$ cat config.mk
export PLATFORM = sky130hd
export DESIGN_NAME = telnet_comport_option_parser_unit
export DESIGN_NICKNAME = d
export VERILOG_FILES = /design/src/sv/tcop_pkg.sv /design/src/sv/tcop_front.sv /design/src/sv/tcop_queue.sv /design/src/sv/tcop_back.sv /design/src/sv/telnet_comport_option_parser_unit.sv
export SDC_FILE = /design/constraint.sdc
export NUM_CORES = 1
export LEC_CHECK = 0
export ABC_AREA = 1
export BUFFER_PORTS_ARGS = -buffer_cell sky130_fd_sc_hd__buf_2
export CAP_MARGIN = 20
export CORE_AREA = 2 2 159 161
export DETAILED_ROUTE_END_ITERATION = 6
export DIE_AREA = 0 0 161 163
export PLACE_DENSITY_LB_ADDON = 0.15
export SLEW_MARGIN = 40
export SYNTH_ARGS = -nofsm -noshare
export SYNTH_HDL_FRONTEND = slang
export SYNTH_HIERARCHICAL = 1
export SYNTH_SLANG_ARGS = --single-unit
$ cat constraint.sdc
create_clock -name clk -period 5.3 [get_ports clk]
set_input_delay 0.795 -clock clk [delete_from_list [all_inputs] [get_ports clk]]
set_output_delay 0.795 -clock clk [all_outputs]
set_load 0.05 [all_outputs]
$ cat src/sv/tcop_pkg.sv
// shared types and constants for the telnet com-port option parser
// used by the front, queue, back and top-level modules
package tcop_pkg;

  localparam int SUB_CAPACITY = 32;
  localparam int SUB_KEPT     = 5;
  localparam int SUB_CNT_W    = $clog2(SUB_CAPACITY + 1);
  localparam int QDEPTH       = 4;
  localparam int QPTR_W       = $clog2(QDEPTH);

  localparam logic [7:0] B_IAC    = 8'd255;
  localparam logic [7:0] B_DONT   = 8'd254;
  localparam logic [7:0] B_DO     = 8'd253;
  localparam logic [7:0] B_WONT   = 8'd252;
  localparam logic [7:0] B_WILL   = 8'd251;
  localparam logic [7:0] B_SB     = 8'd250;
  localparam logic [7:0] B_SE     = 8'd240;
  localparam logic [7:0] OPT_COM  = 8'd44;
  localparam logic [7:0] RESP_ADD = 8'd100;

  localparam logic [7:0] CMD_BAUD     = 8'd1;
  localparam logic [7:0] CMD_DATASIZE = 8'd2;
  localparam logic [7:0] CMD_PARITY   = 8'd3;
  localparam logic [7:0] CMD_STOPSIZE = 8'd4;
  localparam logic [7:0] CMD_CONTROL  = 8'd5;
  localparam logic [7:0] CMD_PURGE    = 8'd12;

  localparam logic [7:0] CTL_DTR_ON  = 8'd8;
  localparam logic [7:0] CTL_DTR_OFF = 8'd9;
  localparam logic [7:0] CTL_RTS_ON  = 8'd11;
  localparam logic [7:0] CTL_RTS_OFF = 8'd12;

  localparam logic [7:0] DEF_DATASIZE = 8'd8;
  localparam logic [7:0] DEF_PARITY   = 8'd0;
  localparam logic [7:0] DEF_STOPSIZE = 8'd1;
  localparam logic [7:0] DEF_PURGE    = 8'd0;

  typedef enum logic [1:0] {
    KIND_SERIAL = 2'd0,
    KIND_NET    = 2'd1,
    KIND_LINE   = 2'd2,
    KIND_CTL    = 2'd3
  } kind_t;

  typedef enum logic [3:0] {
    PS_DATA, PS_IAC, PS_WILL, PS_WONT, PS_DO, PS_DONT, PS_SB, PS_SBDATA, PS_SBIAC
  } pstate_t;

  typedef enum logic [1:0] {
    JOB_DATA, JOB_CMD3, JOB_BAUD, JOB_SUB1
  } jkind_t;

  typedef struct packed {
    jkind_t      jkind;
    logic [7:0]  b0;
    logic [7:0]  b1;
    logic [31:0] baud;
    logic        ev;
    logic        dtr;
    logic        rts;
  } job_t;

  typedef struct packed {
    logic full;
    logic empty;
  } q_stat_t;

  typedef struct packed {
    logic       req_type;
    logic [7:0] in_byte;
  } in_t;

  typedef struct packed {
    logic [1:0]  kind;
    logic [7:0]  out_byte;
    logic [31:0] baud_rate;
    logic        dtr_out;
    logic        rts_out;
    logic        last;
  } out_t;

endpackage

$ cat src/sv/tcop_front.sv
// front part: telnet parse state machine, subnegotiation store and line levels
// turns each accepted byte into at most one job; uses tcop_pkg
module tcop_front (
  input  logic           clk,
  input  logic           rst_n,
  input  logic           accept,
  input  tcop_pkg::in_t  in_item,
  output logic           push,
  output tcop_pkg::job_t job
);

  tcop_pkg::pstate_t state_r, state_nxt;
  logic [7:0] sub_opt_r, sub_opt_nxt;
  logic [tcop_pkg::SUB_CNT_W-1:0] cnt_r, cnt_nxt;
  logic dtr_r, dtr_nxt, rts_r, rts_nxt;
  logic [7:0] sb_r [tcop_pkg::SUB_KEPT];
  logic       wr_en;
  logic [2:0] wr_idx;
  logic       do_collect;
  logic [7:0] col_byte;
  logic [7:0] b;
  logic [7:0] cmd;
  logic       has_param;
  logic       has_baud;
  logic [31:0] baud;

  assign b         = in_item.in_byte;
  assign cmd       = sb_r[0];
  assign has_param = cnt_r >= tcop_pkg::SUB_CNT_W'(2);
  assign has_baud  = cnt_r >= tcop_pkg::SUB_CNT_W'(5);
  assign baud      = {sb_r[1], sb_r[2], sb_r[3], sb_r[4]};
  assign wr_idx    = cnt_r[2:0];

  always_ff @(posedge clk) begin
    if (!rst_n) begin
      state_r   <= tcop_pkg::PS_DATA;
      sub_opt_r <= '0;
      cnt_r     <= '0;
      dtr_r     <= 1'b1;
      rts_r     <= 1'b1;
    end else begin
      state_r   <= state_nxt;
      sub_opt_r <= sub_opt_nxt;
      cnt_r     <= cnt_nxt;
      dtr_r     <= dtr_nxt;
      rts_r     <= rts_nxt;
    end
  end

  always_ff @(posedge clk) begin
    if (wr_en) begin
      sb_r[wr_idx] <= col_byte;
    end
  end

  always_comb begin
    state_nxt   = state_r;
    sub_opt_nxt = sub_opt_r;
    cnt_nxt     = cnt_r;
    dtr_nxt     = dtr_r;
    rts_nxt     = rts_r;
    push        = 1'b0;
    job         = '0;
    do_collect  = 1'b0;
    col_byte    = b;
    wr_en       = 1'b0;
    if (accept) begin
      if (in_item.req_type) begin
        state_nxt   = tcop_pkg::PS_DATA;
        dtr_nxt     = 1'b1;
        rts_nxt     = 1'b1;
        sub_opt_nxt = '0;
        cnt_nxt     = '0;
        push        = 1'b1;
        job.jkind   = tcop_pkg::JOB_CMD3;
        job.b0      = tcop_pkg::B_WILL;
        job.b1      = tcop_pkg::OPT_COM;
      end else begin
        unique case (state_r)
          tcop_pkg::PS_DATA: begin
            if (b == tcop_pkg::B_IAC) begin
              state_nxt = tcop_pkg::PS_IAC;
            end else begin
              push      = 1'b1;
              job.jkind = tcop_pkg::JOB_DATA;
              job.b0    = b;
            end
          end
          tcop_pkg::PS_IAC: begin
            state_nxt = tcop_pkg::PS_DATA;
            if (b == tcop_pkg::B_IAC) begin
              push      = 1'b1;
              job.jkind = tcop_pkg::JOB_DATA;
              job.b0    = b;
            end else if (b == tcop_pkg::B_WILL) begin
              state_nxt = tcop_pkg::PS_WILL;
            end else if (b == tcop_pkg::B_WONT) begin
              state_nxt = tcop_pkg::PS_WONT;
            end else if (b == tcop_pkg::B_DO) begin
              state_nxt = tcop_pkg::PS_DO;
            end else if (b == tcop_pkg::B_DONT) begin
              state_nxt = tcop_pkg::PS_DONT;
            end else if (b == tcop_pkg::B_SB) begin
              state_nxt = tcop_pkg::PS_SB;
            end
          end
          tcop_pkg::PS_WILL, tcop_pkg::PS_WONT, tcop_pkg::PS_DO, tcop_pkg::PS_DONT: begin
            state_nxt = tcop_pkg::PS_DATA;
            push      = 1'b1;
            job.jkind = tcop_pkg::JOB_CMD3;
            job.b1    = b;
            if (state_r == tcop_pkg::PS_WILL) begin
              job.b0 = (b == tcop_pkg::OPT_COM) ? tcop_pkg::B_DO : tcop_pkg::B_DONT;
            end else if (state_r == tcop_pkg::PS_DO) begin
              job.b0 = (b == tcop_pkg::OPT_COM) ? tcop_pkg::B_WILL : tcop_pkg::B_WONT;
            end else if (state_r == tcop_pkg::PS_WONT) begin
              job.b0 = tcop_pkg::B_DONT;
            end else begin
              job.b0 = tcop_pkg::B_WONT;
            end
          end
          tcop_pkg::PS_SB: begin
            sub_opt_nxt = b;
            cnt_nxt     = '0;
            state_nxt   = tcop_pkg::PS_SBDATA;
          end
          tcop_pkg::PS_SBDATA: begin
            if (b == tcop_pkg::B_IAC) begin
              state_nxt = tcop_pkg::PS_SBIAC;
            end else begin
              do_collect = 1'b1;
            end
          end
          tcop_pkg::PS_SBIAC: begin
            if (b == tcop_pkg::B_SE) begin
              state_nxt = tcop_pkg::PS_DATA;
              if (sub_opt_r == tcop_pkg::OPT_COM && cnt_r != '0) begin
                job.jkind = tcop_pkg::JOB_SUB1;
                job.b0    = cmd;
                unique case (cmd)
                  tcop_pkg::CMD_BAUD: begin
                    push      = has_baud;
                    job.jkind = tcop_pkg::JOB_BAUD;
                    job.baud  = baud;
                    job.ev    = baud != '0;
                  end
                  tcop_pkg::CMD_DATASIZE: begin
                    push   = 1'b1;
                    job.b1 = has_param ? sb_r[1] : tcop_pkg::DEF_DATASIZE;
                  end
                  tcop_pkg::CMD_PARITY: begin
                    push   = 1'b1;
                    job.b1 = has_param ? sb_r[1] : tcop_pkg::DEF_PARITY;
                  end
                  tcop_pkg::CMD_STOPSIZE: begin
                    push   = 1'b1;
                    job.b1 = has_param ? sb_r[1] : tcop_pkg::DEF_STOPSIZE;
                  end
                  tcop_pkg::CMD_PURGE: begin
                    push   = 1'b1;
                    job.b1 = has_param ? sb_r[1] : tcop_pkg::DEF_PURGE;
                  end
                  tcop_pkg::CMD_CONTROL: begin
                    if (has_param) begin
                      push   = 1'b1;
                      job.b1 = sb_r[1];
                      job.ev = 1'b1;
                      if (sb_r[1] == tcop_pkg::CTL_DTR_ON) begin
                        dtr_nxt = 1'b1;
                      end else if (sb_r[1] == tcop_pkg::CTL_DTR_OFF) begin
                        dtr_nxt = 1'b0;
                      end else if (sb_r[1] == tcop_pkg::CTL_RTS_ON) begin
                        rts_nxt = 1'b1;
                      end else if (sb_r[1] == tcop_pkg::CTL_RTS_OFF) begin
                        rts_nxt = 1'b0;
                      end
                      job.dtr = dtr_nxt;
                      job.rts = rts_nxt;
                    end
                  end
                  default: begin
                    push = 1'b0;
                  end
                endcase
              end
            end else if (b == tcop_pkg::B_IAC) begin
              do_collect = 1'b1;
              state_nxt  = tcop_pkg::PS_SBDATA;
            end else begin
              state_nxt = tcop_pkg::PS_DATA;
            end
          end
          default: begin
            state_nxt = tcop_pkg::PS_DATA;
          end
        endcase
      end
    end
    if (do_collect && cnt_r < tcop_pkg::SUB_CNT_W'(tcop_pkg::SUB_CAPACITY)) begin
      wr_en   = cnt_r < tcop_pkg::SUB_CNT_W'(tcop_pkg::SUB_KEPT);
      cnt_nxt = cnt_r + 1'b1;
    end
  end

endmodule

$ cat src/sv/tcop_queue.sv
// short job queue between the parser front and the reply back
// register-based fifo of tcop_pkg::job_t entries
module tcop_queue (
  input  logic               clk,
  input  logic               rst_n,
  input  logic               push,
  input  tcop_pkg::job_t     push_job,
  input  logic               pop,
  output tcop_pkg::job_t     head,
  output tcop_pkg::q_stat_t  stat
);

  tcop_pkg::job_t mem_r [tcop_pkg::QDEPTH];
  logic [tcop_pkg::QPTR_W-1:0] wr_r, rd_r;
  logic [tcop_pkg::QPTR_W:0]   cnt_r;

  assign head       = mem_r[rd_r];
  assign stat.full  = cnt_r == (tcop_pkg::QPTR_W + 1)'(tcop_pkg::QDEPTH);
  assign stat.empty = cnt_r == '0;

  always_ff @(posedge clk) begin
    if (!rst_n) begin
      wr_r  <= '0;
      rd_r  <= '0;
      cnt_r <= '0;
    end else begin
      if (push) begin
        wr_r <= wr_r + 1'b1;
      end
      if (pop) begin
        rd_r <= rd_r + 1'b1;
      end
      cnt_r <= cnt_r + (tcop_pkg::QPTR_W + 1)'(push) - (tcop_pkg::QPTR_W + 1)'(pop);
    end
  end

  always_ff @(posedge clk) begin
    if (push) begin
      mem_r[wr_r] <= push_job;
    end
  end

`ifndef NO_ASSERTIONS
  a_no_overflow: assert property (@(posedge clk) disable iff (!rst_n) push |-> !stat.full)
    else $error("queue written while full");
  a_no_underflow: assert property (@(posedge clk) disable iff (!rst_n) pop |-> !stat.empty)
    else $error("queue read while empty");
  a_ptr_match: assert property (@(posedge clk) disable iff (!rst_n)
    stat.empty |-> wr_r == rd_r)
    else $error("queue pointers disagree with count");
`endif

endmodule

$ cat src/sv/tcop_back.sv
// back part: expands each queued job into result items, one per cycle while out_stall is low
// drives the registered result channel; uses tcop_pkg
module tcop_back (
  input  logic               clk,
  input  logic               rst_n,
  input  tcop_pkg::job_t     hj,
  input  tcop_pkg::q_stat_t  qs,
  output logic               pop,
  output logic               out_valid,
  input  logic               out_stall,
  output tcop_pkg::out_t     out_data
);

  logic [3:0] idx_r;
  logic [3:0] p;
  logic [3:0] len;
  logic       load;
  logic       out_valid_r;
  tcop_pkg::out_t out_data_r, res;

  assign load      = !out_valid_r || !out_stall;
  assign pop       = load && !qs.empty && res.last;
  assign out_valid = out_valid_r;
  assign out_data  = out_data_r;
  assign p         = idx_r - 4'(hj.ev);

  always_comb begin
    res = '0;
    len = 4'd1;
    if (hj.jkind == tcop_pkg::JOB_DATA) begin
      res.kind     = tcop_pkg::KIND_SERIAL;
      res.out_byte = hj.b0;
    end else if (hj.ev && idx_r == '0) begin
      if (hj.jkind == tcop_pkg::JOB_BAUD) begin
        res.kind      = tcop_pkg::KIND_LINE;
        res.baud_rate = hj.baud;
      end else begin
        res.kind    = tcop_pkg::KIND_CTL;
        res.dtr_out = hj.dtr;
        res.rts_out = hj.rts;
      end
    end else begin
      res.kind = tcop_pkg::KIND_NET;
      if (hj.jkind == tcop_pkg::JOB_CMD3) begin
        case (p)
          4'd0:    res.out_byte = tcop_pkg::B_IAC;
          4'd1:    res.out_byte = hj.b0;
          default: res.out_byte = hj.b1;
        endcase
      end else begin
        case (p)
          4'd0:    res.out_byte = tcop_pkg::B_IAC;
          4'd1:    res.out_byte = tcop_pkg::B_SB;
          4'd2:    res.out_byte = tcop_pkg::OPT_COM;
          4'd3:    res.out_byte = hj.b0 + tcop_pkg::RESP_ADD;
          default: res.out_byte = '0;
        endcase
        if (hj.jkind == tcop_pkg::JOB_BAUD) begin
          case (p)
            4'd4: res.out_byte = hj.baud[31:24];
            4'd5: res.out_byte = hj.baud[23:16];
            4'd6: res.out_byte = hj.baud[15:8];
            4'd7: res.out_byte = hj.baud[7:0];
            4'd8: res.out_byte = tcop_pkg::B_IAC;
            4'd9: res.out_byte = tcop_pkg::B_SE;
            default: ;
          endcase
        end else begin
          case (p)
            4'd4: res.out_byte = hj.b1;
            4'd5: res.out_byte = tcop_pkg::B_IAC;
            4'd6: res.out_byte = tcop_pkg::B_SE;
            default: ;
          endcase
        end
      end
    end
    case (hj.jkind)
      tcop_pkg::JOB_DATA: len = 4'd1;
      tcop_pkg::JOB_CMD3: len = 4'd3;
      tcop_pkg::JOB_BAUD: len = 4'd10 + 4'(hj.ev);
      default:            len = 4'd7 + 4'(hj.ev);
    endcase
    res.last = idx_r == len - 4'd1;
  end

  always_ff @(posedge clk) begin
    if (!rst_n) begin
      out_valid_r <= 1'b0;
      idx_r       <= '0;
    end else if (load) begin
      out_valid_r <= !qs.empty;
      if (!qs.empty) begin
        idx_r <= res.last ? 4'd0 : idx_r + 4'd1;
      end
    end
  end

  always_ff @(posedge clk) begin
    if (load) begin
      out_data_r <= res;
    end
  end

`ifndef NO_ASSERTIONS
  a_mid_job_has_head: assert property (@(posedge clk) disable iff (!rst_n)
    idx_r != '0 |-> !qs.empty)
    else $error("job index advanced with no job queued");
  a_pop_gives_last: assert property (@(posedge clk) disable iff (!rst_n)
    pop |=> out_valid_r && out_data_r.last)
    else $error("job retired without a final result item");
  a_idx_in_range: assert property (@(posedge clk) disable iff (!rst_n)
    !qs.empty |-> idx_r < len)
    else $error("job index beyond job length");
`endif

endmodule

$ cat src/sv/telnet_comport_option_parser_unit.sv
// top level of the telnet com-port option parser
// connects tcop_front, tcop_queue and tcop_back; types from tcop_pkg
//
// The parser takes one received network byte (or a new-connection request) per cycle
// while in_stall is low; the parse state machine in the front settles each byte in the
// cycle it is accepted. Each byte turns into at most one job in a four-entry queue, and
// the back expands a job into result items at one per cycle while out_stall is low: a
// data byte gives one item, an option reply three, a com-port reply seven to eleven. So
// plain bytes run at one item per cycle while out_stall is low, and a reply burst holds
// the back until its last item is out; in_stall rises only when the queue is full.
module telnet_comport_option_parser_unit (
  input  logic           clk,
  input  logic           rst_n,
  input  logic           in_valid,
  output logic           in_stall,
  input  tcop_pkg::in_t  in_data,
  output logic           out_valid,
  input  logic           out_stall,
  output tcop_pkg::out_t out_data
);

  logic              accept;
  logic              push;
  logic              pop;
  tcop_pkg::job_t    job;
  tcop_pkg::job_t    head;
  tcop_pkg::q_stat_t qs;

  assign in_stall = qs.full;
  assign accept   = in_valid && !in_stall;

  tcop_front u_front (
    .clk     (clk),
    .rst_n   (rst_n),
    .accept  (accept),
    .in_item (in_data),
    .push    (push),
    .job     (job)
  );

  tcop_queue u_queue (
    .clk      (clk),
    .rst_n    (rst_n),
    .push     (push),
    .push_job (job),
    .pop      (pop),
    .head     (head),
    .stat     (qs)
  );

  tcop_back u_back (
    .clk       (clk),
    .rst_n     (rst_n),
    .hj        (head),
    .qs        (qs),
    .pop       (pop),
    .out_valid (out_valid),
    .out_stall (out_stall),
    .out_data  (out_data)
  );

endmodule

== After elaboration in Yosys (flattened, before gate mapping) ==
Memory sizes are Yosys's and may differ from the RTL's. A register that Yosys moved wholly into a read port is not among the register bits.
Index checks and enable logic that the tools add are counted.

* Memories kept: 2
* Bits in latches: 0
* Bits of input ports: 13
* Memory bits (writable): 252
* Flip-flop bits (word level): 77
* Memory bits (read-only): 0
* Logic and storage cells: 208

* Reductions and logical operators: 37
* $lt $le $gt $ge: 4
* Bitwise logic cells: 3
* Multiply operators: 0
* Divide/modulo/power cells: 0
* Muxes and demuxes: 92
* Shift operators: 0
* Add/sub/neg operators: 11
* Equal/unequal tests: 42

{| class="wikitable"
|+ Memories
! memory !! words !! bits a word !! read ports !! clocked after memory_dff !! write ports !! line !! source
|-
| u_queue.mem_r || 4 || 53 || 1 || 1 || 1 || tcop_queue.sv:13 || <nowiki>tcop_pkg::job_t mem_r [tcop_pkg::QDEPTH];</nowiki>
|-
| u_front.sb_r || 5 || 8 || 5 || 0 || 1 || tcop_front.sv:16 || <nowiki>logic [7:0] sb_r [tcop_pkg::SUB_KEPT];</nowiki>
|}

{| class="wikitable"
|+ Operators by type and width
! operator !! number
|-
| $mux 53 || 3
|-
| $mux 8 || 13
|-
| $mux 35 || 2
|-
| $eq 8x8->1 const B || 7
|-
| $pmux 8 s3 || 2
|-
| $pmux 8 s6 || 1
|-
| $eq 8x4->1 const B || 5
|-
| $pmux 10 s4 || 1
|-
| $mux 1 || 36
|-
| $mux 4 || 9
|-
| $eq 4x3->1 const B || 8
|-
| $mux 32 || 1
|-
| $pmux 8 s2 || 2
|-
| $pmux 8 s4 || 1
|-
| $reduce_bool 32->1 || 1
|-
| $mux 6 || 4
|-
| $pmux 4 s5 || 1
|-
| $mux 18 || 1
|-
| $eq 4x2->1 const B || 4
|-
| $eq 8x2->1 const B || 2
|-
| $eq 8x3->1 const B || 2
|-
| $eq 8x6->1 const B || 2
|-
| $mux 3 || 5
|-
| $reduce_bool 2->1 || 7
|-
| other kinds (42) || 69
|}

== Logic depth before layout (Yosys ltp) ==
An unclocked memory read counts as a cell.

* Word-level depth: 13
* Gate-level depth with buffers: 27
* Gate-level depth less buffers: 25

== Modules after synthesis ==
Netlist, hierarchy kept.

{| class="wikitable"
|+ Modules (own cells, without submodules)
! module !! instances !! cells an instance !! area an instance (µm²) !! seq. area each (µm²)
|-
| tcop_queue || 1 || 674 || 8969.9 || 6546.3
|-
| tcop_front || 1 || 557 || 4102.7 || 1601.5
|-
| tcop_back || 1 || 426 || 3196.8 || 1451.4
|-
| telnet_comport_option_parser_unit || 1 || 2 || 10.0 || 0.0
|}

== Worst setup path after synthesis ==
Ideal clock, no wire load.

* Path type: flip-flop to flip-flop
* Start point: reg (tool-made name)
* End point: reg u_queue/cnt_r[1] in the netlist's numbering
* Period minus slack after synthesis: 3.533 ns
* Buffers on the path: 3
* Stages on the path, launching flop included: 26
* Arrival: 3.424 ns
* Path slack: 1.767 ns
* Data required time: 5.191 ns
* Cell sequence: dfxtp_1 -> buf_6 -> buf_6 -> buf_6 -> nand2_1 -> o211ai_1 -> nand2_1 -> inv_1 -> ha_1 -> nor3_1 -> o21ai_0 -> nand2_1 -> inv_1 -> ha_1 -> xor2_1 -> nor3b_1 -> nand3_1 -> inv_1 -> nand2_1 -> inv_1 -> ha_1 -> inv_1 -> ha_1 -> fa_1 -> nand2_1 -> inv_1

{| class="wikitable"
|+ RTL lines
! element !! line !! source
|-
| end signal, assigned || tcop_queue.sv:33 || <nowiki>cnt_r <= cnt_r + (tcop_pkg::QPTR_W + 1)'(push) - (tcop_pkg::QPTR_W + 1)'(pop);</nowiki>
|-
| end, declared || tcop_queue.sv:15 || <nowiki>logic [tcop_pkg::QPTR_W:0] cnt_r;</nowiki>
|}

==> run_summary.xml <==
<?xml version="1.0" encoding="UTF-8"?>
<metrics>
  <group name="outcome">
    <metric name="run_status" unit="">complete, no violations</metric>
  </group>
  <group name="cells_and_area">
    <metric name="n_antenna_cell" unit="">0</metric>
    <metric name="area_growth" unit="%">10.3</metric>
    <metric name="drive_gt1_share" unit="%">14.3</metric>
    <metric name="layout.filler_cells" unit="">1788</metric>
    <metric name="final_nets" unit="">1738</metric>
    <metric name="post_layout_nonfiller_instances" unit="">2061</metric>
  </group>
  <group name="worst_setup_path">
    <metric name="cp_data_arrival_time" unit="ns">4.83</metric>
    <metric name="critPathCaptureType" unit="">flip-flop</metric>
    <metric name="worstPathMaxFanout" unit="">57</metric>
    <metric name="worst-setup-path-type" unit="">flip-flop to flip-flop</metric>
    <metric name="cp_data_required_time" unit="ns">5.75</metric>
    <metric name="cp_cell_sequence" unit="">a21oi_1 &gt; o21ai_1 &gt; nand2_1 &gt; inv_1 &gt; ha_1 &gt; inv_1 &gt; o21ai_0 &gt; nand2_1 &gt; ha_1 &gt; xor2_1 &gt; nand2_1 &gt; nor3b_1 &gt; nand3_1 &gt; inv_1 &gt; nand2_1 &gt; inv_1 &gt; ha_1 &gt; inv_1 &gt; ha_1 &gt; fa_1 &gt; nand3_1 &gt; nand2_1 &gt; nor2_1</metric>
    <metric name="timing.critical_path.slowest_cell_delay" unit="ns">0.74</metric>
    <metric name="start_kind" unit="">flip-flop</metric>
    <metric name="max_stage_delay_cell_worst_path" unit="">sky130_fd_sc_hd__dfxtp_4</metric>
  </group>
  <group name="synth">
    <metric name="yosysUniqueCellTypes" unit="">44</metric>
    <metric name="syn_area" unit="µm²">16300</metric>
    <metric name="ys_seq_area_share" unit="%">59.0</metric>
    <metric name="synthesis.instances" unit="">1659</metric>
    <metric name="ys_warn_count" unit="">6</metric>
    <metric name="synthDominantAreaCellType" unit="">sky130_fd_sc_hd__edfxtp_1</metric>
    <metric name="synth_async_sr_flop_share" unit="%">0</metric>
    <metric name="synth_most_common_cell" unit="">sky130_fd_sc_hd__nand2_1</metric>
    <metric name="syn_avg_cell_area" unit="µm²">9.81</metric>
    <metric name="yosys.area.top_type_share" unit="%">54.8</metric>
    <metric name="synth_edf_count" unit="">297</metric>
    <metric name="postSynth.topFlopCell" unit="">sky130_fd_sc_hd__edfxtp_1</metric>
    <metric name="synth_seq_cells" unit="">331</metric>
    <metric name="syn-num-nets" unit="">1694</metric>
    <metric name="ys_top_cells_by_area" unit="">sky130_fd_sc_hd__edfxtp_1 (55%), sky130_fd_sc_hd__nand2_1 (8.3%), sky130_fd_sc_hd__inv_1 (6.3%)</metric>
    <metric name="netlist_top_cells_count" unit="">sky130_fd_sc_hd__nand2_1 (362), sky130_fd_sc_hd__edfxtp_1 (297), sky130_fd_sc_hd__inv_1 (275), sky130_fd_sc_hd__nor2_1 (153), sky130_fd_sc_hd__a21oi_1 (81)</metric>
  </group>
  <group name="worst_hold_path">
    <metric name="worst_hold_startpoint" unit="">u_front/sub_opt_r[7]</metric>
    <metric name="hold_path_class" unit="">flip-flop to flip-flop</metric>
  </group>
  <group name="sta">
    <metric name="grt_setup_unrepaired" unit="">false</metric>
    <metric name="tightestPinTransition" unit="ns">0.812</metric>
    <metric name="slew_headroom" unit="%">45.8</metric>
    <metric name="period_share" unit="%">82.7</metric>
    <metric name="max_freq" unit="MHz">228</metric>
    <metric name="finalClockSkew" unit="ns">0.0185</metric>
    <metric name="final-hold-violation-count" unit="">0</metric>
    <metric name="tns" unit="ns">0</metric>
    <metric name="finalSetupViolations" unit="">0</metric>
    <metric name="min_period" unit="ns">4.38</metric>
    <metric name="max_slew_violation_count" unit="">0</metric>
  </group>
  <group name="clock_network">
    <metric name="cts.clk_slew.worst_paths" unit="ns">0.06</metric>
    <metric name="htree_levels" unit="">2</metric>
    <metric name="cts_resized" unit="">0</metric>
    <metric name="cts.hold.buffers_added" unit="">0</metric>
    <metric name="post-cts-setup-buffers" unit="">0</metric>
    <metric name="cell_chosen_for_the_clock_root" unit="">sky130_fd_sc_hd__clkbuf_16</metric>
    <metric name="clock_sinks" unit="">331</metric>
    <metric name="clock_latency" unit="ns">0.52</metric>
    <metric name="clock_tree.buffer_depth" unit="">3</metric>
    <metric name="tritoncts" unit="">built</metric>
    <metric name="tritoncts.num_buffers" unit="">36</metric>
  </group>
  <group name="place">
    <metric name="dpl.hpwl" unit="µm">24100</metric>
    <metric name="place.port_buffers" unit="">59</metric>
    <metric name="dpl.cell_count" unit="">1995</metric>
    <metric name="place_congestion" unit="">0.949</metric>
  </group>
  <group name="die">
    <metric name="boundaryPins" unit="">60</metric>
    <metric name="floorplan.die_area" unit="µm²">26200</metric>
    <metric name="start_util" unit="%">66.0</metric>
    <metric name="placement_rows" unit="">58</metric>
    <metric name="core-area" unit="µm²">24700</metric>
    <metric name="fp.dieH" unit="µm">163</metric>
    <metric name="die_x" unit="µm">161</metric>
  </group>
  <group name="global_route">
    <metric name="global_route.usage.total" unit="%">27.0</metric>
    <metric name="first_global_vias" unit="">10900</metric>
    <metric name="antenna_found_initial" unit="">0</metric>
    <metric name="grt_first_pass_wirelength" unit="µm">55400</metric>
    <metric name="grt.overflow.total" unit="">0</metric>
    <metric name="grt_max_degree" unit="">93</metric>
  </group>
  <group name="flow_run">
    <metric name="drv_cap" unit="">0</metric>
  </group>
  <group name="routing">
    <metric name="routed-via-count" unit="">11400</metric>
    <metric name="routed_wire_length_per_instance" unit="µm">17.0</metric>
    <metric name="drt_wl_total" unit="µm">35000</metric>
    <metric name="drt_drc_violations_left" unit="">0</metric>
    <metric name="dr.pass1.iters" unit="">5</metric>
    <metric name="vias_per_cell" unit="">5.52</metric>
    <metric name="drt_first_iter_violations" unit="">1286</metric>
    <metric name="drt.antenna.violating_nets" unit="">0</metric>
  </group>
  <group name="power">
    <metric name="power-per-cell-area" unit="nW/µm²">448</metric>
    <metric name="static-leakage-power" unit="nW">7.42</metric>
    <metric name="max-vdd-ir-drop" unit="mV">0.397</metric>
  </group>
</metrics>
## state kept, by name (all words and copies together) (netlist names), named ones only
signal and count:
u_back/out_valid 1, u_front/sb_r 40, u_queue/mem_r 212, u_queue/cnt_r 3, u_back/idx_r 4, u_front/sub_opt_r 8, u_front/state_r 4, u_back/out_data 45
u_front/cnt_r 6, u_queue/rd_r 2, u_front/dtr_r 1, u_queue/wr_r 2, u_front/rts_r 1
## where the power goes
group          switching, W  internal [W]  leakage, nW  total [W]
sequential        0.0000980       0.00320         3.22    0.00330
clock              0.000981       0.00170        0.636    0.00268
combinational       0.00156      0.000510         3.57    0.00207
total               0.00264       0.00541         7.42    0.00805
## kinds of logic (layout without fill, tap and decap cells)
family                   count (synthesis)  count (layout)  synth area share (%)
adder cells (fa/ha/maj)                 22              22                  1.74
flip-flops                             331             331                  59.0
AND/OR/NAND/NOR                        691             691                  19.5
XOR/XNOR                                11              11                 0.592
buffers and inverters                  349             421                  9.45
AO/OA/AOI/OAI                          255             255                  9.78
## per-layer routing
layer / track usage [%] / vias to the layer above / part of all wire [%]
met3: 3.62 / 85 / 6.8
li1: - / 5583 / -
met5: 0 / - / 0
met1: 37.0 / 5279 / 42
met2: 44.7 / 430 / 48
met4: 10.3 / 0 / 3.1
## worst paths after layout
kind                           to  cells past startpoint  slack, ns
max              u_queue/cnt_r[2]                     23       0.92
min          u_front/sub_opt_r[7]                      2       0.46
max reg2reg      u_queue/cnt_r[2]                     23       0.92
min reg2reg  u_front/sub_opt_r[7]                      2       0.46
## through the flow
| step | total power (W) | setup WS (ns) | util, % | hold slack, ns | area, µm² |
|---|---|---|---|---|---|
| finish | 0.00805 | 0.919 | 72.8 | 0.463 | 18000 |
| global route | 0.00842 | 0.276 | 72.8 | 0.496 | 18000 |
| detailed placement | 0.00540 | 0.936 | 67.5 | 0.453 | 16600 |
| global placement | 0.00537 | 1.10 | 67.4 | 0.443 | 16600 |
| floorplan | 0.00490 | 1.77 | - | 0.429 | 16300 |
| CTS | 0.00808 | 0.911 | 72.8 | 0.468 | 18000 |
## layout make-up
type / instances / area (µm²) / area share, %
clock buffers: 52 / 1060 / 5.93
well taps: 330 / 413 / 2.30
flip-flops and latches: 331 / 9610 / 53.5
clock inverters: 14 / 245 / 1.37
inverters: 285 / 1070 / 5.98
multi-input cells: 979 / 5160 / 28.7
repair buffers: 70 / 398 / 2.21
## critical path, delay by kind of cell, from the launching register on
family / cells / cell delay (ns)
adders and majority gates: 5 / 1.54
DFF: 1 / 0.74
buffers and inverters: 5 / 0.57
and+or+nand+nor: 9 / 0.82
AOI/OAI and AO/OA: 3 / 0.47
xor gates and xnor gates: 1 / 0.18
## cell usage in the layout (no fill, tap or decap), types with 21 or more instances in the layout
| master | instances |
|---|---|
| sky130_fd_sc_hd__o21ai_0 | 39 |
| sky130_fd_sc_hd__edfxtp_1 | 297 |
| sky130_fd_sc_hd__nand2_1 | 360 |
| sky130_fd_sc_hd__nor3_2 | 30 |
| sky130_fd_sc_hd__ha_1 | 21 |
| sky130_fd_sc_hd__nand3_1 | 73 |
| sky130_fd_sc_hd__inv_1 | 271 |
| sky130_fd_sc_hd__clkbuf_16 | 39 |
| sky130_fd_sc_hd__a21oi_2 | 30 |
| sky130_fd_sc_hd__buf_2 | 59 |
| sky130_fd_sc_hd__nand4_1 | 28 |
| sky130_fd_sc_hd__o211ai_1 | 43 |
| sky130_fd_sc_hd__a21oi_1 | 81 |
| sky130_fd_sc_hd__o21ai_1 | 40 |
| sky130_fd_sc_hd__nor2_1 | 153 |
| sky130_fd_sc_hd__dfxtp_1 | 32 |
(Power assumes the default switching activity.)
